$ cat config.mk
export PLATFORM = sky130hd
export DESIGN_NAME = mid_side_gain_trim_dither_unit
export DESIGN_NICKNAME = d
export VERILOG_FILES = /design/src/rtl/msgtd_pkg.sv /design/src/rtl/msgtd_ser_add.sv /design/src/rtl/msgtd_ser_mul.sv /design/src/rtl/msgtd_dither.sv /design/src/rtl/msgtd_sat.sv /design/src/rtl/mid_side_gain_trim_dither_unit.sv
export SDC_FILE = /design/constraint.sdc
export NUM_CORES = 1
export LEC_CHECK = 0
export BUFFER_PORTS_ARGS = -buffer_cell sky130_fd_sc_hd__buf_2
export CORE_ASPECT_RATIO = 2
export CORE_MARGIN = 8
export CORE_UTILIZATION = 50
export CTS_BUF_LIST = sky130_fd_sc_hd__clkbuf_16
export CTS_CLUSTER_DIAMETER = 120
export DETAILED_ROUTE_END_ITERATION = 8
export PLACE_DENSITY_LB_ADDON = 0.25
export SLEW_MARGIN = 25
export SYNTH_ARGS = -nofsm -noshare
export SYNTH_HDL_FRONTEND = slang
export SYNTH_SLANG_ARGS = --single-unit
$ cat constraint.sdc
create_clock -name clk -period 13.8 [get_ports clk]
set_clock_uncertainty 0.1 [all_clocks]
set_input_delay 3.45 -clock clk [delete_from_list [all_inputs] [get_ports clk]]
set_output_delay 3.45 -clock clk [all_outputs]
set_load 0.02 [all_outputs]
$ cat src/rtl/msgtd_pkg.sv
// Shared types, constants and helper functions for the mid/side gain trim dither unit.
package msgtd_pkg;

  localparam int SAMPLE_BITS  = 24;
  localparam int GAIN_BITS    = 16;
  localparam int SEED_BITS    = 32;
  localparam int CFG_IDX_BITS = 3;

  // Configuration register indexes
  localparam logic [CFG_IDX_BITS-1:0] CFG_LEFT_GAIN  = 3'd0;
  localparam logic [CFG_IDX_BITS-1:0] CFG_RIGHT_GAIN = 3'd1;
  localparam logic [CFG_IDX_BITS-1:0] CFG_MID_GAIN   = 3'd2;
  localparam logic [CFG_IDX_BITS-1:0] CFG_SIDE_GAIN  = 3'd3;
  localparam logic [CFG_IDX_BITS-1:0] CFG_LEFT_SEED  = 3'd4;
  localparam logic [CFG_IDX_BITS-1:0] CFG_RIGHT_SEED = 3'd5;

  // Reset values
  localparam logic [GAIN_BITS-1:0] LEFT_GAIN_RST  = 16'd8192;
  localparam logic [GAIN_BITS-1:0] RIGHT_GAIN_RST = 16'd8192;
  localparam logic [GAIN_BITS-1:0] MID_GAIN_RST   = 16'd16384;
  localparam logic [GAIN_BITS-1:0] SIDE_GAIN_RST  = 16'd16384;
  localparam logic [SEED_BITS-1:0] LEFT_SEED_RST  = 32'd2463534242;
  localparam logic [SEED_BITS-1:0] RIGHT_SEED_RST = 32'd88675123;

  // Generator midpoint, subtracted to center the dither around zero
  localparam logic [SEED_BITS:0] NOISE_MID = 33'h0_7fff_ffff;

  typedef struct packed {
    logic signed [SAMPLE_BITS-1:0] left_in;
    logic signed [SAMPLE_BITS-1:0] right_in;
  } in_item_t;

  typedef struct packed {
    logic signed [SAMPLE_BITS-1:0] left_out;
    logic signed [SAMPLE_BITS-1:0] right_out;
  } out_item_t;

  // Control of the serial datapath cells
  typedef struct packed {
    logic start;  // initialize carries and accumulators
    logic en;     // advance one bit
  } ser_ctl_t;

  // Control of the result collectors
  typedef struct packed {
    ser_ctl_t ser;
    logic     cap;  // bit belongs to the kept result window
    logic     chk;  // bit lies above the window, check for overflow
  } sat_ctl_t;

  // One xorshift32 step, shifts 13, 17, 5
  function automatic logic [SEED_BITS-1:0] xorshift_step(input logic [SEED_BITS-1:0] x);
    logic [SEED_BITS-1:0] a;
    logic [SEED_BITS-1:0] b;
    a = x ^ (x << 13);
    b = a ^ (a >> 17);
    return b ^ (b << 5);
  endfunction

  // A zero seed would lock the generator; load one instead
  function automatic logic [SEED_BITS-1:0] seed_value(input logic [SEED_BITS-1:0] s);
    return (s == '0) ? {{(SEED_BITS-1){1'b0}}, 1'b1} : s;
  endfunction

endpackage

$ cat src/rtl/msgtd_ser_add.sv
// Bit-serial adder/subtractor, LSB first, one carry flop.
module msgtd_ser_add (
  input  logic                clk,
  input  msgtd_pkg::ser_ctl_t ctl,
  input  logic                sub,
  input  logic                a_bit,
  input  logic                b_bit,
  output logic                sum_bit
);

  logic carry_r;
  logic carry_nxt;
  logic b_eff;

  // Subtract as a + ~b + 1
  assign b_eff     = b_bit ^ sub;
  assign sum_bit   = a_bit ^ b_eff ^ carry_r;
  assign carry_nxt = (a_bit & b_eff) | (a_bit & carry_r) | (b_eff & carry_r);

  // Seed the carry, then advance one bit per cycle while enabled
  always_ff @(posedge clk) begin
    if (ctl.start) begin
      carry_r <= sub;
    end else if (ctl.en) begin
      carry_r <= carry_nxt;
    end
  end

endmodule

$ cat src/rtl/msgtd_ser_mul.sv
// Serial-parallel multiplier: serial two's complement stream times an unsigned gain.
module msgtd_ser_mul (
  input  logic                             clk,
  input  msgtd_pkg::ser_ctl_t              ctl,
  input  logic [msgtd_pkg::GAIN_BITS-1:0]  coef,
  input  logic                             x_bit,
  output logic                             p_bit
);

  logic [msgtd_pkg::GAIN_BITS-1:0] acc_r;
  logic [msgtd_pkg::GAIN_BITS-1:0] acc_nxt;
  logic [msgtd_pkg::GAIN_BITS:0]   sum;

  // Add the gain when the stream bit is set, emit the low bit, keep the rest
  assign sum     = {1'b0, acc_r} + (x_bit ? {1'b0, coef} : '0);
  assign p_bit   = sum[0];
  assign acc_nxt = sum[msgtd_pkg::GAIN_BITS:1];

  always_ff @(posedge clk) begin
    if (ctl.start) begin
      acc_r <= '0;
    end else if (ctl.en) begin
      acc_r <= acc_nxt;
    end
  end

endmodule

$ cat src/rtl/msgtd_dither.sv
// Dither term: centers the generator word, scales it to the product's LSB and streams it out.
module msgtd_dither #(
  parameter int FRAC_BITS = 14
) (
  input  logic                             clk,
  input  msgtd_pkg::ser_ctl_t              ctl,
  input  logic [msgtd_pkg::SEED_BITS-1:0]  noise,
  output logic                             d_bit
);

  localparam int K  = 2 * FRAC_BITS;
  localparam int DW = (K > 31) ? K + 2 : 33;

  logic signed [msgtd_pkg::SEED_BITS:0] n_val;
  logic [DW-1:0]                        d_load;
  logic [DW-1:0]                        d_sr_r;

  // Center the word around zero
  assign n_val = $signed({1'b0, noise} - msgtd_pkg::NOISE_MID);

  // Align to 2^-31 of an output LSB: floor toward minus infinity, or pad with zeros
  generate
    if (K > 31) begin : g_up
      assign d_load = {n_val, {(K-31){1'b0}}};
    end else begin : g_down
      logic signed [msgtd_pkg::SEED_BITS:0] n_shr;
      assign n_shr  = n_val >>> (31 - K);
      assign d_load = n_shr;
    end
  endgenerate

  // Load at start, then shift right keeping the sign for endless extension
  always_ff @(posedge clk) begin
    if (ctl.start) begin
      d_sr_r <= d_load;
    end else if (ctl.en) begin
      d_sr_r <= {d_sr_r[DW-1], d_sr_r[DW-1:1]};
    end
  end

  assign d_bit = d_sr_r[0];

endmodule

$ cat src/rtl/msgtd_sat.sv
// Result collector: keeps the output bit window of the serial sum and saturates it.
module msgtd_sat (
  input  logic                                    clk,
  input  msgtd_pkg::sat_ctl_t                     ctl,
  input  logic                                    t_bit,
  output logic signed [msgtd_pkg::SAMPLE_BITS-1:0] y
);

  localparam int S = msgtd_pkg::SAMPLE_BITS;

  logic [S-1:0] y_sr_r;
  logic         ovf_r;
  logic         sign_r;

  // Capture the window, flag any higher bit that differs from its top bit
  always_ff @(posedge clk) begin
    if (ctl.ser.start) begin
      ovf_r <= 1'b0;
    end else if (ctl.ser.en) begin
      sign_r <= t_bit;
      if (ctl.cap) begin
        y_sr_r <= {t_bit, y_sr_r[S-1:1]};
      end
      if (ctl.chk && (t_bit != y_sr_r[S-1])) begin
        ovf_r <= 1'b1;
      end
    end
  end

  // Clip to the nearest limit on overflow
  assign y = ovf_r ? {sign_r, {(S-1){~sign_r}}} : y_sr_r;

endmodule

$ cat src/rtl/mid_side_gain_trim_dither_unit.sv
// Top level of the mid/side gain trim unit with xorshift dither, bit-serial datapath.
//
//  channel | direction | handshake          | payload
//  --------+-----------+--------------------+----------------------------------
//  in      | input     | in_valid/in_stall  | in_data   (left_in, right_in)
//  out     | output    | out_valid/out_stall| out_data  (left_out, right_out)
//  cfg     | input     | cfg_valid/cfg_ready| cfg_index, cfg_data
//
// An item is accepted, then streamed one result bit per cycle through the serial
// adders and multipliers, and then handed to the output register once that is free.
// Reset (synchronous, rst_n low) restores gains and generator states; no clearing pass.
// A stalled output holds in its register while the next item is already computed.
module mid_side_gain_trim_dither_unit #(
  parameter int GAIN_FRAC_BITS = 14
) (
  input  logic                                 clk,
  input  logic                                 rst_n,
  input  logic                                 in_valid,
  output logic                                 in_stall,
  input  msgtd_pkg::in_item_t                  in_data,
  output logic                                 out_valid,
  input  logic                                 out_stall,
  output msgtd_pkg::out_item_t                 out_data,
  input  logic                                 cfg_valid,
  output logic                                 cfg_ready,
  input  logic [msgtd_pkg::CFG_IDX_BITS-1:0]   cfg_index,
  input  logic [msgtd_pkg::SEED_BITS-1:0]      cfg_data
);

  localparam int S       = msgtd_pkg::SAMPLE_BITS;
  localparam int GB      = msgtd_pkg::GAIN_BITS;
  localparam int SB      = msgtd_pkg::SEED_BITS;
  localparam int K       = 2 * GAIN_FRAC_BITS;
  localparam int NBITS   = S + ((K > 35) ? K : 35);
  localparam int CNT_W   = $clog2(NBITS);
  localparam logic [CNT_W-1:0] LAST    = CNT_W'(NBITS - 1);
  localparam logic [CNT_W-1:0] RND_POS = CNT_W'(K - 1);
  localparam logic [CNT_W-1:0] CAP_LO  = CNT_W'(K);
  localparam logic [CNT_W-1:0] CAP_HI  = CNT_W'(K + S - 1);

  typedef enum logic [2:0] {
    ST_IDLE = 3'b001,
    ST_RUN  = 3'b010,
    ST_DONE = 3'b100
  } state_t;

  state_t                state_r;
  logic [CNT_W-1:0]      cnt_r;
  logic [S-1:0]          l_sr_r;
  logic [S-1:0]          r_sr_r;
  logic [GB-1:0]         left_gain_r;
  logic [GB-1:0]         right_gain_r;
  logic [GB-1:0]         mid_gain_r;
  logic [GB-1:0]         side_gain_r;
  logic [SB-1:0]         lnoise_r;
  logic [SB-1:0]         rnoise_r;
  logic [SB-1:0]         lnoise_nxt;
  logic [SB-1:0]         rnoise_nxt;
  logic                  out_valid_r;
  msgtd_pkg::out_item_t  out_data_r;

  logic                  in_acc;
  logic                  cfg_wr;
  logic                  run;
  logic                  out_load;
  logic                  rnd_bit;
  msgtd_pkg::ser_ctl_t   ser_ctl;
  msgtd_pkg::sat_ctl_t   sat_ctl;

  logic a_bit, b_bit, m_bit, sd_bit, sl_bit, sr_bit, pl_bit, pr_bit;
  logic dl_bit, dr_bit, ql_bit, qr_bit, tl_bit, tr_bit;
  logic signed [S-1:0] y_l;
  logic signed [S-1:0] y_r;

  assign in_acc    = in_valid && (state_r == ST_IDLE);
  assign in_stall  = (state_r != ST_IDLE);
  assign cfg_ready = 1'b1;
  assign cfg_wr    = cfg_valid;
  assign run       = (state_r == ST_RUN);
  assign out_load  = (state_r == ST_DONE) && (!out_valid_r || !out_stall);

  assign ser_ctl.start = in_acc;
  assign ser_ctl.en    = run;
  assign sat_ctl.ser   = ser_ctl;
  assign sat_ctl.cap   = (cnt_r >= CAP_LO) && (cnt_r <= CAP_HI);
  assign sat_ctl.chk   = (cnt_r > CAP_HI);
  assign rnd_bit       = run && (cnt_r == RND_POS);

  // Sequence: accept, stream the bits, hand off the result
  always_ff @(posedge clk) begin
    if (!rst_n) begin
      state_r <= ST_IDLE;
      cnt_r   <= '0;
    end else begin
      unique case (state_r)
        ST_IDLE: begin
          if (in_valid) begin
            state_r <= ST_RUN;
            cnt_r   <= '0;
          end
        end
        ST_RUN: begin
          cnt_r <= cnt_r + 1'b1;
          if (cnt_r == LAST) begin
            state_r <= ST_DONE;
          end
        end
        ST_DONE: begin
          if (!out_valid_r || !out_stall) begin
            state_r <= ST_IDLE;
          end
        end
        default: begin
          state_r <= ST_IDLE;
        end
      endcase
    end
  end

  // Write the gain registers
  always_ff @(posedge clk) begin
    if (!rst_n) begin
      left_gain_r  <= msgtd_pkg::LEFT_GAIN_RST;
      right_gain_r <= msgtd_pkg::RIGHT_GAIN_RST;
      mid_gain_r   <= msgtd_pkg::MID_GAIN_RST;
      side_gain_r  <= msgtd_pkg::SIDE_GAIN_RST;
    end else if (cfg_wr) begin
      unique case (cfg_index)
        msgtd_pkg::CFG_LEFT_GAIN:  left_gain_r  <= cfg_data[GB-1:0];
        msgtd_pkg::CFG_RIGHT_GAIN: right_gain_r <= cfg_data[GB-1:0];
        msgtd_pkg::CFG_MID_GAIN:   mid_gain_r   <= cfg_data[GB-1:0];
        msgtd_pkg::CFG_SIDE_GAIN:  side_gain_r  <= cfg_data[GB-1:0];
        default: begin
        end
      endcase
    end
  end

  // Step the generators on accept, reload them on a seed write
  assign lnoise_nxt = msgtd_pkg::xorshift_step(lnoise_r);
  assign rnoise_nxt = msgtd_pkg::xorshift_step(rnoise_r);

  always_ff @(posedge clk) begin
    if (!rst_n) begin
      lnoise_r <= msgtd_pkg::seed_value(msgtd_pkg::LEFT_SEED_RST);
      rnoise_r <= msgtd_pkg::seed_value(msgtd_pkg::RIGHT_SEED_RST);
    end else begin
      if (cfg_wr && (cfg_index == msgtd_pkg::CFG_LEFT_SEED)) begin
        lnoise_r <= msgtd_pkg::seed_value(cfg_data);
      end else if (in_acc) begin
        lnoise_r <= lnoise_nxt;
      end
      if (cfg_wr && (cfg_index == msgtd_pkg::CFG_RIGHT_SEED)) begin
        rnoise_r <= msgtd_pkg::seed_value(cfg_data);
      end else if (in_acc) begin
        rnoise_r <= rnoise_nxt;
      end
    end
  end

  // Load the samples, then shift them out LSB first with sign extension
  always_ff @(posedge clk) begin
    if (in_acc) begin
      l_sr_r <= in_data.left_in;
      r_sr_r <= in_data.right_in;
    end else if (run) begin
      l_sr_r <= {l_sr_r[S-1], l_sr_r[S-1:1]};
      r_sr_r <= {r_sr_r[S-1], r_sr_r[S-1:1]};
    end
  end

  // Mid and side
  msgtd_ser_add u_add_mid  (.clk(clk), .ctl(ser_ctl), .sub(1'b0),
                            .a_bit(l_sr_r[0]), .b_bit(r_sr_r[0]), .sum_bit(a_bit));
  msgtd_ser_add u_add_side (.clk(clk), .ctl(ser_ctl), .sub(1'b1),
                            .a_bit(l_sr_r[0]), .b_bit(r_sr_r[0]), .sum_bit(b_bit));

  // Mid and side gains
  msgtd_ser_mul u_mul_mid  (.clk(clk), .ctl(ser_ctl), .coef(mid_gain_r),
                            .x_bit(a_bit), .p_bit(m_bit));
  msgtd_ser_mul u_mul_side (.clk(clk), .ctl(ser_ctl), .coef(side_gain_r),
                            .x_bit(b_bit), .p_bit(sd_bit));

  // Back to left and right
  msgtd_ser_add u_add_l (.clk(clk), .ctl(ser_ctl), .sub(1'b0),
                         .a_bit(m_bit), .b_bit(sd_bit), .sum_bit(sl_bit));
  msgtd_ser_add u_add_r (.clk(clk), .ctl(ser_ctl), .sub(1'b1),
                         .a_bit(m_bit), .b_bit(sd_bit), .sum_bit(sr_bit));

  // Output gains
  msgtd_ser_mul u_mul_l (.clk(clk), .ctl(ser_ctl), .coef(left_gain_r),
                         .x_bit(sl_bit), .p_bit(pl_bit));
  msgtd_ser_mul u_mul_r (.clk(clk), .ctl(ser_ctl), .coef(right_gain_r),
                         .x_bit(sr_bit), .p_bit(pr_bit));

  // Dither streams from the freshly stepped generators
  msgtd_dither #(.FRAC_BITS(GAIN_FRAC_BITS)) u_dith_l (
    .clk(clk), .ctl(ser_ctl), .noise(lnoise_nxt), .d_bit(dl_bit));
  msgtd_dither #(.FRAC_BITS(GAIN_FRAC_BITS)) u_dith_r (
    .clk(clk), .ctl(ser_ctl), .noise(rnoise_nxt), .d_bit(dr_bit));

  // Add dither, then the rounding half
  msgtd_ser_add u_add_dl (.clk(clk), .ctl(ser_ctl), .sub(1'b0),
                          .a_bit(pl_bit), .b_bit(dl_bit), .sum_bit(ql_bit));
  msgtd_ser_add u_add_dr (.clk(clk), .ctl(ser_ctl), .sub(1'b0),
                          .a_bit(pr_bit), .b_bit(dr_bit), .sum_bit(qr_bit));
  msgtd_ser_add u_add_rl (.clk(clk), .ctl(ser_ctl), .sub(1'b0),
                          .a_bit(ql_bit), .b_bit(rnd_bit), .sum_bit(tl_bit));
  msgtd_ser_add u_add_rr (.clk(clk), .ctl(ser_ctl), .sub(1'b0),
                          .a_bit(qr_bit), .b_bit(rnd_bit), .sum_bit(tr_bit));

  // Collect and saturate
  msgtd_sat u_sat_l (.clk(clk), .ctl(sat_ctl), .t_bit(tl_bit), .y(y_l));
  msgtd_sat u_sat_r (.clk(clk), .ctl(sat_ctl), .t_bit(tr_bit), .y(y_r));

  // Output register: fill when empty or being drained, drop when taken
  always_ff @(posedge clk) begin
    if (!rst_n) begin
      out_valid_r <= 1'b0;
    end else if (out_load) begin
      out_valid_r <= 1'b1;
    end else if (!out_stall) begin
      out_valid_r <= 1'b0;
    end
  end

  always_ff @(posedge clk) begin
    if (out_load) begin
      out_data_r.left_out  <= y_l;
      out_data_r.right_out <= y_r;
    end
  end

  assign out_valid = out_valid_r;
  assign out_data  = out_data_r;

endmodule

### After elaboration in Yosys (flattened, before gate mapping)

Index checks and enable logic that the tools add are counted.

| word-level totals | value |
|---|---|
| register bits | 424 |
| bits in latches | 0 |
| RAM bits | 0 |
| bits in read-only memories | 0 |
| input port bits | 88 |
| logic and storage cells | 185 |
| memories | 0 |

| cells by class | value |
|---|---|
| $add $sub $neg | 7 |
| multipliers | 0 |
| div/mod/pow operators | 0 |
| magnitude comparators | 3 |
| equality and inequality tests | 17 |
| shift-type cells | 0 |
| multiplexer cells | 27 |
| bitwise gates (word level) | 67 |
| reductions and logical operators | 27 |

Operator list:

| cell | number |
|---|---|
| two-way mux 32 bit | 7 |
| XOR 32 bit | 4 |
| two-way mux 24 bit | 4 |
| adder 16 x 17 -> 17 bit | 4 |
| two-way mux 33 bit | 2 |
| subtractor 32 x 31 -> 33 bit (second input constant) | 2 |
| two-way mux 16 bit | 4 |
| XOR 32 x 15 -> 32 bit | 2 |
| two-way mux 23 bit | 2 |
| logical NOT 32 bit | 1 |
| bitwise AND 1 bit | 24 |
| OR 1 bit | 16 |
| AND reduction 2 bit | 8 |
| XOR 1 bit | 16 |
| case mux 6 bit (2 select lines) | 1 |
| == test 3 x 2 -> 1 bit (second input constant) | 3 |
| == test 3 bit (second input constant) | 3 |
| two-way mux 3 bit | 3 |
| case mux 3 bit (3 select lines) | 1 |
| logical AND 1 bit | 8 |
| nonzero test 2 bit | 4 |
| adder 6 x 1 -> 6 bit (second input constant) | 1 |
| == test 3 x 1 -> 1 bit (second input constant) | 2 |
| == test 6 x 5 -> 1 bit (second input constant) | 1 |
| other kinds (15) | 25 |

### Logic depth before layout (Yosys ltp)

Gate-level depths: netlist of run 1.

| logic depth | value |
|---|---|
| depth in word-level cells | 17 |
| depth in mapped cells | 19 |

### By module

Synthesis of run 1 repeated with hierarchy kept, for this count alone.

| unflattened totals | value |
|---|---|
| cell total of the unflattened synthesis | 2,380 |
| area, all modules | 22,978.3 um2 |

By module, submodules not included:

| module | times used | cells an instance | area an instance (um2) | sequential area each (um2) |
|---|---|---|---|---|
| mid_side_gain_trim_dither_unit | 1 | 1,085 | 10,427.5 | 5,645.4 |
| msgtd_dither | 2 | 211 | 2,082.0 | 991.0 |
| msgtd_ser_mul at u_mul_l ... | 2 | 168 | 1,381.3 | 320.3 |
| msgtd_sat | 2 | 63 | 1,061.0 | 770.7 |
| msgtd_ser_mul at u_mul_r | 1 | 174 | 1,413.9 | 320.3 |
| msgtd_ser_mul at u_mul_side | 1 | 165 | 1,407.6 | 320.3 |
| msgtd_ser_add | 8 | 9 | 85.1 | 30.0 |

### Worst setup path after synthesis of run 1

OpenSTA, ideal clock, no wires.

| timing | value |
|---|---|
| kind | input -> register |
| from | input port in_valid |
| to | register state_r[0] |
| data arrival time | 6.478 ns |
| required time | 13.455 ns |
| slack | 6.978 ns |
| stages on the path | 6 |
| path through | nand3_1 > inv_1 > clkbuf_1 > nor2_1 > inv_1 > o21ai_0 |

| on the way | value |
|---|---|
| cells in the longest elaborated chain, start to end | 2 |

RTL lines:

| item | line | RTL |
|---|---|---|
| start, declared | mid_side_gain_trim_dither_unit.sv:18 | `input logic in_valid,` |
| inequality test 2 bit (no source line) | - |  |
| AND reduction 3 bit (no source line) | - |  |
| end signal, assigned | mid_side_gain_trim_dither_unit.sv:92 | `state_r <= ST_IDLE;` |
| end signal, assigned | mid_side_gain_trim_dither_unit.sv:98 | `state_r <= ST_RUN;` |
| end signal, assigned | mid_side_gain_trim_dither_unit.sv:105 | `state_r <= ST_DONE;` |
| end, declared | mid_side_gain_trim_dither_unit.sv:47 | `state_t state_r;` |

Every way passes these cells.
A chain may end at the register's enable or synchronous reset.

### Worst setup path in the final report of run 1

| timing | value |
|---|---|
| from | input port in_valid |
| to | register u_dith_r.d_sr_r[10], enable pin |

| on the way | value |
|---|---|
| cells in the longest elaborated chain, start to end | 2 |

RTL lines:

| item | line | RTL |
|---|---|---|
| logical AND 1 bit | mid_side_gain_trim_dither_unit.sv:75 | `assign in_acc = in_valid && (state_r == ST_IDLE);` |
| nonzero test 2 bit (no source line) | - |  |
| end signal, assigned | msgtd_dither.sv:35 | `d_sr_r <= d_load;` |
| end signal, assigned | msgtd_dither.sv:37 | `d_sr_r <= {d_sr_r[DW-1], d_sr_r[DW-1:1]};` |
| end, declared | msgtd_dither.sv:16 | `logic [DW-1:0] d_sr_r;` |

Every way passes these cells.

==> key figures, run 1 <==
Run status
  – Status: complete, no violations

Power and ir drop
  – Sw frac: 0.361
  – Logic pwr share: 0.373
  – Seq pwr share: 0.374
  – Cell-internal power: 2740 uW
  – Leakage: 0.00988 uW
  – Clock power frac: 0.253
  – NetSw: 1550 uW
  – Cell area power density: 174 nW/um2
  – Peak supply drop: 139 uV

STA
  – Final hold violations: 0
  – Setup TNS: 0 ns
  – Slew @ Worst Pin: 0.918 ns
  – Min Tclk post-route: 6.24 ns
  – Worst hold margin: 0.351 ns
  – Final setup vio count: 0
  – RSZ-0062 raised after global routing: false
  – Slew Limit Headroom: 0.388
  – Fin crit share: 0.453
  – F_max: 0.160 GHz
  – PnR worst setup slack: 7.56 ns
  – Final Max Slew Viols: 0

Worst setup path
  – Worst Path Required: 13.86 ns
  – Worst Path Max Fanout: 72
  – Critical path class: in -> reg
  – Levels on crit path: 7
  – R2R Path End: u_mul_r.acc_r[14]
  – CP arrival: 6.30 ns
  – CP startpoint kind: input pin
  – CP max-delay cell: buf_4
  – FF-to-FF path depth: 16
  – CP Cell Sequence: buf_2 > nand3_4 > inv_4 > nor2_2 > buf_4 > inv_4 > buf_4
  – Slowest stage delay, CP: 0.81 ns
  – Worst setup EP type: register
  – Worst path bufs/invs: 5
  – Flop2flop setup slack: 7.68 ns
  – Worst Setup EP: u_dith_r.d_sr_r[10]
  – CP Launch Point: in_valid
  – FF-to-FF Start: r_sr_r[0]
  – Cell family with most CP delay: buffers and inverters

Synthesis
  – Post-synthesis sequential area ratio: 0.476
  – Fraction of registers with async set/reset: 0
  – Syn nets: 2507
  – Seq cells post-synth: 424
  – YS warnings: 0
  – Synth top area cells: edfxtp_1 29%, dfxtp_1 19%, nand2_1 8.3%
  – Share of the synthesized area in the top cell type: 0.286
  – Top_reg_cell synth: edfxtp_1
  – Post-synth EDFFs: 212
  – Syn Std Cell Area: 22300 um2
  – Post-synth cell types: 78
  – Synth Instances: 2340
  – Mapped Avg Cell Area: 9.52 um2
  – Post-synth top area cell: edfxtp_1

Clock network
  – Worst-path clk slew: 0.07 ns
  – Clock Latency Late Sink: 0.54 ns
  – H-tree levels: 2
  – Post-cts hold buffer count: 0
  – CTS tree: done
  – # Post-CTS Setup Buffers: 0
  – Clk sink count: 424
  – Clock buffer depth: 3
  – PostCTS Resize Cnt: 0
  – Clock root buffer: clkbuf_16
  – Num CTS Buffers: 39

Worst hold path
  – Hold path depth: 0
  – Worst hold-check path type: reg -> reg

Floorplan
  – Total core area: 44100 um2
  – Die Ht: 315 um
  – Row cnt: 109
  – Initial Util: 0.506
  – I/O Pins: 139
  – DIE WIDTH: 165 um
  – DIE AREA: 52000 um2

Placement
  – Gp weighted congestion: 0.908
  – Placed instance area: 23400 um2
  – Placement Setup Slack: 6.98 ns
  – Detailed placement HPWL: 40.0 mm
  – Count of buffers from port buffering: 137

Detailed routing
  – Via density: 5.64
  – DRT Pass-1 Iters: 5
  – Routed Antenna Nets: 0
  – Final WL: 56.6 mm
  – WL/cell: 18.9 um
  – Iter 0 DRT Violations: 972
  – Vias: 16900
  – # DRC: 0

Layout
  – Antenna diodes: 0
  – Fin nets: 2584
  – Layout cells sized above 1: 0.105
  – Area Overhead vs Synth: 10.6%
  – Filler Cells Inserted: 3929
  – Finished Cell Area: 24600 um2

GRT
  – Initial antenna violation count: 0
  – Largest net degree at the start of global routing: 101
  – GRT Util Overall: 0.216
  – First-pass GRT wire length: 89.2 mm
  – Vias in the first global route: 17000
  – Total grt overflow: 0

Run
  – Maxcap violations: 0
kinds of logic after synthesis:
family,share of synthesized area
adder cells (fa/ha/maj),0.0481
XOR/XNOR,0.105
buffers and inverters,0.0343
other,0.000168
AND/OR/NAND/NOR,0.190
multiplexers,0.00326
flip-flops,0.476
AO/OA/AOI/OAI,0.143
power groups by stage:
stage / clock, uW / combinational (uW) / sequential, uW
floorplan: 0 / 1230 / 1580
global placement: 0 / 1570 / 1630
detailed placement: 0 / 1580 / 1630
CTS: 1110 / 1600 / 1600
global route: 1150 / 1730 / 1620
finish: 1080 / 1600 / 1600
flip-flops by register name, summed over array words and instances (netlist names), 24 cells and up:
register	flops
lnoise_r	32
rnoise_r	32
u_dith_l.d_sr_r	33
l_sr_r	24
out_data	48
r_sr_r	24
u_sat_l.y_sr_r	24
u_dith_r.d_sr_r	33
u_sat_r.y_sr_r	24
synthesized netlist by cell type, drive strengths merged (30+ instances only):
cell and instances:
nand2 492, dfxtp 212, xor2 58, o211ai 30, and2 58, inv 82, o21ai 197, clkbuf 97
nand3 70, nor3 36, edfxtp 212, a21oi 72, nor2b 41, ha 68, a21boi 75, xnor2 142
nor2 121
metal layers:
layer,part of all wire,routed length [um],global-route usage,up-vias
li1,-,-,-,8237
met1,0.38,21300,0.230,8071
met2,0.52,29200,0.394,459
met3,0.047,2650,0.0316,159
met4,0.060,3410,0.120,0
met5,0,0,0,-
cells in the final DEF, fill, tap and decap left out, types with 68 or more instances in the layout:
cell type,count
nor2_1,115
inv_1,84
o21ai_0,191
edfxtp_1,212
a21oi_1,71
nand2_1,491
buf_2,136
xnor2_1,139
a21boi_0,74
dfxtp_1,212
ha_1,68
worst register-to-register path: stages (launching register included):
cell and delay (ns):
edfxtp_1 0.43, inv_1 0.13, fa_1 1.06, nor2b_1 0.12, ha_1 0.37, fa_1 0.84
nand2_1 0.18, inv_1 0.09, ha_1 0.25, a211o_1 0.31, a21oi_1 0.19, o21ai_0 0.27
a2111oi_0 0.81, o21ai_0 0.30, a31oi_1 0.26, xor2_1 0.18, o21ai_0 0.09
final cells by class:
| class | count | area [um2] | share of cell area |
|---|---|---|---|
| Clock inverter | 30 | 230 | 0.00934 |
| Inverter | 82 | 313 | 0.0127 |
| Tap cell | 555 | 694 | 0.0282 |
| Multi-Input combinational cell | 1717 | 11000 | 0.445 |
| Clock buffer | 41 | 1030 | 0.0416 |
| Sequential cell | 424 | 10600 | 0.431 |
| Timing Repair Buffer | 153 | 808 | 0.0328 |
how the worst min path moves through the flow:
stage,startpoint,end,slack [ns]
6_report,u_sat_r.y_sr_r[2],u_sat_r.y_sr_r[1],0.35
3_5_place_dp,u_sat_r.y_sr_r[4],u_sat_r.y_sr_r[3],0.34
5_1_grt,u_sat_r.y_sr_r[12],u_sat_r.y_sr_r[11],0.37
2_1_floorplan,u_sat_l.y_sr_r[1],u_sat_l.y_sr_r[0],0.33
4_1_cts,u_sat_r.y_sr_r[2],u_sat_r.y_sr_r[1],0.35
3_3_place_gp,u_sat_l.y_sr_r[1],u_sat_l.y_sr_r[0],0.33
per-stage QoR:
stage               std cells   util  power, uW
floorplan                2340      -       2810
global placement         2931  0.531       3190
detailed placement       2931  0.531       3210
CTS                      3002  0.559       4310
global route             3002  0.559       4500
finish                   3002  0.559       4290
Note: power is estimated with default switching activity, not from simulation.
==> run 2: changes to the inputs <==
Clock period 13.8 ns to 5 ns, I/O delays scaled along.
==> run 2 against run 1 <==
Against the previous run:
- total power rose to 2.8 times the previous value
- via count down 0.89%
- die area unchanged
- non-clock buffer count up 9
- sequential power rose to 2.8 times the previous value
- final cell count up 0.27%
- routed wire length down 0.60%
- combinational power rose to 2.7 times the previous value
- critical endpoint is now u_mul_l.acc_r[13]
- largest cell class unchanged
==> key figures, run 2 (synthesis results as in run 1) <==
Run status
  – Status: complete, no violations (unchanged)

Worst hold path
  – Worst hold-check path type: reg -> reg (unchanged)

Clock network
  – Clock buffer depth: 3 (unchanged)
  – Clock Latency Late Sink: 0.54 ns (about the same)
  – CTS tree: done (unchanged)
  – H-tree levels: 2 (unchanged)
  – Num CTS Buffers: 39 (unchanged)
  – Worst-path clk slew: 0.07 ns (about the same)
  – Clk sink count: 424 (unchanged)
  – Clock root buffer: clkbuf_16 (unchanged)

Layout
  – Final Util: 0.562 (was 0.559)
  – Filler Cells Inserted: 3877 (was 3929)
  – Most frequent cells in the layout: 492 x nand2_1, 212 x dfxtp_1, 212 x edfxtp_1 (was 491 x nand2_1, 212 x dfxtp_1, 212 x edfxtp_1)
  – Fin nets: 2593 (was 2584)
  – Most common library cell in the layout ignoring fill and taps: nand2_1 (unchanged)
  – Area Overhead vs Synth: 11.1% (was 10.6%)
  – Layout cells sized above 1: 0.108 (was 0.105)
  – Finished Cell Area: 24800 um2 (was 24600 um2)
  – Antenna diodes: 0 (unchanged)
  – Max reg flops: 48 (unchanged)

Worst setup path
  – Worst Path Required: 5.30 ns (was 13.86 ns)
  – Worst setup EP type: register (unchanged)
  – Worst Path Max Fanout: 11 (was 72)
  – Slowest stage delay, CP: 0.45 ns (was 0.81 ns)
  – Cell family with most CP delay: compound AO/OA/AOI/OAI gates (was buffers and inverters)
  – Worst path bufs/invs: 2 (was 5)
  – Critical path class: reg -> reg (was in -> reg)
  – CP arrival: 5.05 ns (was 6.30 ns)
  – CP max-delay cell: fa_1 (was buf_4)
  – CP Cell Sequence: inv_1 > fa_1 > and2_1 > ha_1 > ha_1 > xor2_2 > buf_4 > and2_1 > fa_1 > a211o_1 > a21oi_1 > o21ai_0 > a211oi_2 > a21oi_1 > a21o_1 > a211oi_1 > o31ai_1 (was buf_2 > nand3_4 > inv_4 > nor2_2 > buf_4 > inv_4 > buf_4)
  – CP startpoint kind: register (was input pin)

Floorplan
  – Initial Util: 0.506 (unchanged)
  – Row cnt: 109 (unchanged)
  – I/O Pins: 139 (unchanged)
  – DIE AREA: 52000 um2 (unchanged)
  – DIE WIDTH: 165 um (unchanged)
  – Total core area: 44100 um2 (unchanged)
  – Die Ht: 315 um (unchanged)

STA
  – Slew @ Worst Pin: 1.04 ns (was 0.918 ns)
  – Final hold violations: 0 (unchanged)
  – Min Tclk post-route: 4.75 ns
  – F_max: 0.210 GHz
  – RSZ-0062 raised after global routing: false (unchanged)
  – Final setup vio count: 0 (unchanged)
  – Setup TNS: 0 ns (unchanged)
  – PnR worst setup slack: 0.249 ns (was 7.56 ns)
  – Final Max Slew Viols: 0 (unchanged)
  – Fin crit share: 0.950
  – Slew Limit Headroom: 0.306 (was 0.388)

Power and ir drop
  – Peak supply drop: 345 uV (was 139 uV)
  – Leakage: 0.00995 uW (was 0.00988 uW)
  – Total power: 11800 uW (was 4290 uW)
  – Cell area power density: 477 nW/um2 (was 174 nW/um2)

Detailed routing
  – WL/cell: 18.7 um (was 18.9 um)
  – Vias: 16800 (was 16900)
  – Met2 WL: 28.9 mm (was 29.2 mm)
  – Via density: 5.57 (was 5.64)
  – Final WL: 56.3 mm (was 56.6 mm)
  – DRT Pass-1 Iters: 5 (unchanged)
  – # DRC: 0 (unchanged)
  – Wire length on met1: 21.0 mm (was 21.3 mm)
  – Routed Antenna Nets: 0 (unchanged)
  – Iter 0 DRT Violations: 777 (was 972)
  – Top layer in use: met4 (unchanged)
  – Met3 WL post-DR: 2.62 mm (was 2.65 mm)

GRT
  – GRT Util Overall: 0.216 (about the same)
  – Largest net degree at the start of global routing: 150 (was 101)
  – Initial antenna violation count: 0 (unchanged)
  – First-pass GRT wire length: 88.6 mm (was 89.2 mm)
  – Total grt overflow: 0 (unchanged)
  – Vias in the first global route: 17000 (about the same)

Placement
  – Placement Setup Slack: 0.0319 ns (was 6.98 ns)
  – Detailed placement HPWL: 40.7 mm (was 40.0 mm)
  – Gp weighted congestion: 0.910 (was 0.908)
  – Count of buffers from port buffering: 137 (unchanged)
  – Placed instance area: 23500 um2 (was 23400 um2)

Run
  – Maxcap violations: 0 (unchanged)
[run 2: cell count changes in the layout (fill, tap and decap cells not counted), moves of 2 or more]
cell,previous run,this run
clkinv_1,6,4
clkinvlp_4,1,3
buf_12,0,4
o21ai_1,6,8
a211oi_2,0,2
inv_1,84,88
buf_4,17,21
clkinv_4,2,0
clkinvlp_2,4,1
a211oi_1,13,11
o21ai_0,191,189
clkbuf_16,41,39
[run 2: worst paths after layout]
| path | endpoint | startpoint | depth (start not counted) | slack, ns |
|---|---|---|---|---|
| max | u_mul_l.acc_r[13] | r_sr_r[0] | 17 | 0.25 |
| min | u_sat_r.y_sr_r[20] | u_sat_r.y_sr_r[21] | 0 | 0.35 |
| max reg2reg | u_mul_l.acc_r[13] | r_sr_r[0] | 17 | 0.25 |
| min reg2reg | u_sat_r.y_sr_r[20] | u_sat_r.y_sr_r[21] | 0 | 0.35 |
[run 2: metal layers]
layer	vias to the layer above	GRT usage
met1	7931	0.226
li1	8254	-
met2	437	0.393
met3	154	0.0322
met5	-	0
met4	0	0.132
[run 2: where the power goes]
part | leakage, uW | total, uW | switching, uW | internal (uW)
clock | 0.000631 | 2980 | 1350 | 1630
sequential | 0.00371 | 4430 | 319 | 4110
combinational | 0.00562 | 4390 | 2560 | 1830
total | 0.00995 | 11800 | 4230 | 7570
[run 2: cell type report]
cell class | count | area, um2 | share of cell area
Multi-Input combinational cell | 1717 | 11000 | 0.444
Sequential cell | 424 | 10600 | 0.429
Clock buffer | 39 | 976 | 0.0394
Inverter | 82 | 313 | 0.0126
Clock inverter | 31 | 250 | 0.0101
Timing Repair Buffer | 162 | 923 | 0.0373
Tap cell | 555 | 694 | 0.0280
[run 2: metrics by stage]
stage	hold slack (ns)	cells
6_report	0.347	3010
2_1_floorplan	0.326	2340
3_5_place_dp	0.333	2937
3_3_place_gp	0.334	2937
5_1_grt	0.353	3010
4_1_cts	0.349	3007
[run 2: worst reg2reg max path, cell delays in order, from the launching register on]
cell and delay [ns]:
edfxtp_1 0.39, inv_1 0.14, fa_1 0.42, and2_1 0.17, ha_1 0.31, ha_1 0.35
xor2_2 0.21, buf_4 0.18, and2_1 0.19, fa_1 0.45, a211o_1 0.32, a21oi_1 0.17
o21ai_0 0.18, a211oi_2 0.28, a21oi_1 0.19, a21o_1 0.21, a211oi_1 0.25, o31ai_1 0.09
[run 2: what timing repair did]
action,4_1_cts,5_1_grt
hold buffers,0,0
endpoints found under the setup margin,1,6
gates resized for setup,1,9
setup buffers,0,3
pin swaps,0,5
==> run 3: changes to the inputs <==
Settings changed: PLACE_DENSITY set to 0.69, PLACE_DENSITY_LB_ADDON 0.25 to not set.
==> run 3 against run 2 <==
Against the previous run:
- count of clock-buffer cells in the layout increased by 1
- sequential share of layout area barely moved
- first-iteration DRC count shrank 4.6%
- die area did not move
- critical path depth did not move
- combinational power grew 4%
- via count increased by 0.17%
- worst setup slack gained 0.062 ns
- sequential cell count unchanged
- clock power grew 2%
- core utilization rose by 0.065 points
- worst hold slack improved by 0.0046 ns
- largest cell class unchanged
==> key figures, run 3 (synthesis results as in run 1) <==
Run status
  – Status: complete, no violations (unchanged)

STA
  – RSZ-0062 raised after global routing: false (unchanged)
  – Final hold violations: 0 (unchanged)
  – Slew @ Worst Pin: 0.876 ns (was 1.04 ns)
  – Setup TNS: 0 ns (unchanged)
  – Final Max Slew Viols: 0 (unchanged)
  – Min Tclk post-route: 4.69 ns (was 4.75 ns)
  – F_max: 0.213 GHz (was 0.210 GHz)
  – PnR worst setup slack: 0.311 ns (was 0.249 ns)
  – Slew Limit Headroom: 0.412 (was 0.306)
  – Fin crit share: 0.938 (was 0.950)
  – Final setup vio count: 0 (unchanged)

GRT
  – First-pass GRT wire length: 87.8 mm (was 88.6 mm)
  – Initial antenna violation count: 1 (was 0)
  – Total grt overflow: 0 (unchanged)
  – GRT Util Overall: 0.212 (was 0.216)
  – Largest net degree at the start of global routing: 78 (was 150)
  – Vias in the first global route: 17100 (was 17000)

Worst setup path
  – Cell family with most CP delay: adder cells (was compound AO/OA/AOI/OAI gates)
  – Slowest stage delay, CP: 0.68 ns (was 0.45 ns)
  – CP max-delay cell: fa_2 (was fa_1)
  – Worst Path Required: 5.31 ns (was 5.30 ns)
  – Cell mode on critical path: o21ai_0
  – Worst setup EP type: register (unchanged)
  – CP arrival: 5.00 ns (was 5.05 ns)
  – FF-to-FF path depth: 17 (unchanged)
  – CP startpoint kind: register (unchanged)
  – Critical path class: reg -> reg (unchanged)
  – Worst path bufs/invs: 3 (was 2)
  – Levels on crit path: 17 (unchanged)
  – CP Cell Sequence: fa_1 > and2_1 > ha_1 > inv_1 > fa_2 > nand2_1 > inv_1 > ha_1 > a211o_1 > a21oi_1 > o21ai_0 > a2111oi_1 > buf_4 > o21ai_0 > a31oi_1 > xor2_1 > o21ai_0 (was inv_1 > fa_1 > and2_1 > ha_1 > ha_1 > xor2_2 > buf_4 > and2_1 > fa_1 > a211o_1 > a21oi_1 > o21ai_0 > a211oi_2 > a21oi_1 > a21o_1 > a211oi_1 > o31ai_1)
  – Worst Path Max Fanout: 16 (was 11)

Detailed routing
  – Iter 0 DRT Violations: 741 (was 777)
  – Via density: 5.57 (about the same)
  – Routed Antenna Nets: 0 (unchanged)
  – Vias: 16800 (about the same)
  – WL/cell: 18.3 um (was 18.7 um)
  – # DRC: 0 (unchanged)
  – DRT Pass-1 Iters: 5 (unchanged)
  – Final WL: 55.1 mm (was 56.3 mm)

Layout
  – Area Overhead vs Synth: 11.3% (was 11.1%)
  – Most common library cell in the layout ignoring fill and taps: nand2_1 (unchanged)
  – Final Util: 0.563 (was 0.562)
  – Layout cells sized above 1: 0.109 (was 0.108)
  – Most frequent cells in the layout: 491 x nand2_1, 212 x dfxtp_1, 212 x edfxtp_1 (was 492 x nand2_1, 212 x dfxtp_1, 212 x edfxtp_1)
  – Max reg flops: 48 (unchanged)
  – Finished Cell Area: 24800 um2 (about the same)
  – Fin nets: 2595 (was 2593)

Placement
  – Placement Setup Slack: 0.111 ns (was 0.0319 ns)
  – Gp weighted congestion: 0.886 (was 0.910)
  – Count of buffers from port buffering: 137 (unchanged)
  – Detailed placement HPWL: 39.9 mm (was 40.7 mm)
  – Placed instance area: 23500 um2 (about the same)

Clock network
  – Clk sink count: 424 (unchanged)
  – # Post-CTS Setup Buffers: 0 (unchanged)
  – CTS tree: done (unchanged)
  – Post-cts hold buffer count: 0 (unchanged)
  – H-tree levels: 2 (unchanged)
  – PostCTS Resize Cnt: 0 (was 1)
  – Clock Latency Late Sink: 0.55 ns (was 0.54 ns)
  – Clock root buffer: clkbuf_16 (unchanged)
  – Worst-path clk slew: 0.07 ns (about the same)
  – Num CTS Buffers: 38 (was 39)
  – Clock buffer depth: 3 (unchanged)

Power and ir drop
  – Sw frac: 0.361 (was 0.358)
  – Peak supply drop: 348 uV (was 345 uV)
  – NetSw: 4350 uW (was 4230 uW)
  – Clock power frac: 0.253 (was 0.252)
  – Cell area power density: 486 nW/um2 (was 477 nW/um2)
  – Seq pwr share: 0.366 (was 0.376)
  – Cell-internal power: 7690 uW (was 7570 uW)
  – Leakage: 0.00997 uW (was 0.00995 uW)
  – Total power: 12000 uW (was 11800 uW)
  – Logic pwr share: 0.381 (was 0.372)

Floorplan
  – I/O Pins: 139 (unchanged)
  – Initial Util: 0.506 (unchanged)
  – Row cnt: 109 (unchanged)
  – Total core area: 44100 um2 (unchanged)
  – DIE WIDTH: 165 um (unchanged)
  – Die Ht: 315 um (unchanged)
  – DIE AREA: 52000 um2 (unchanged)

Worst hold path
  – Hold path depth: 0 (unchanged)
  – Worst hold-check path type: reg -> reg (unchanged)

Run
  – Maxcap violations: 0 (unchanged)
-- run 3: area by class of cell --
type / instances / area [um2]
fill: 3896 / 19300
multi-input combinational: 1717 / 11000
sequential: 424 / 10600
clock buffer: 40 / 1000
timing repair buffer: 165 / 923
tap: 555 / 694
inverter: 82 / 313
clock inverter: 29 / 268
antenna: 3 / 7.51
-- run 3: power groups by stage --
stage	sequential, uW	clock [uW]	combinational, uW
after detailed placement	4480	0	4580
after CTS	4410	3120	4610
after global routing	4450	3230	4950
after global placement	4470	0	4510
after floorplan	4370	0	3390
final	4410	3050	4580
-- run 3: final timing paths --
path,start,endpoint,slack (ns)
max,l_sr_r[0],u_mul_r.acc_r[14],0.31
min,u_sat_l.y_sr_r[5],u_sat_l.y_sr_r[4],0.35
max reg2reg,l_sr_r[0],u_mul_r.acc_r[14],0.31
min reg2reg,u_sat_l.y_sr_r[5],u_sat_l.y_sr_r[4],0.35
-- run 3: per-layer routing --
layer  global-route usage  share of wire
met1                0.220           0.37
met2                0.391           0.52
met3               0.0292          0.044
met4                0.126          0.063
met5                    0              0
-- run 3: worst reg2reg max path, cell delays in order, from the launching register on --
cell       delay (ns)
edfxtp_1         0.42
fa_1             0.49
and2_1           0.18
ha_1             0.32
inv_1            0.06
fa_2             0.68
nand2_1          0.14
inv_1            0.08
ha_1             0.24
a211o_1          0.31
a21oi_1          0.18
o21ai_0          0.24
a2111oi_1        0.42
buf_4            0.19
o21ai_0          0.09
a31oi_1          0.20
xor2_1           0.15
o21ai_0          0.07
-- run 3: through the flow --
step | hold slack, ns | cells
final | 0.351 | 3015
after global placement | 0.335 | 2943
after CTS | 0.355 | 3012
after global routing | 0.370 | 3012
after floorplan | 0.326 | 2340
after detailed placement | 0.337 | 2943
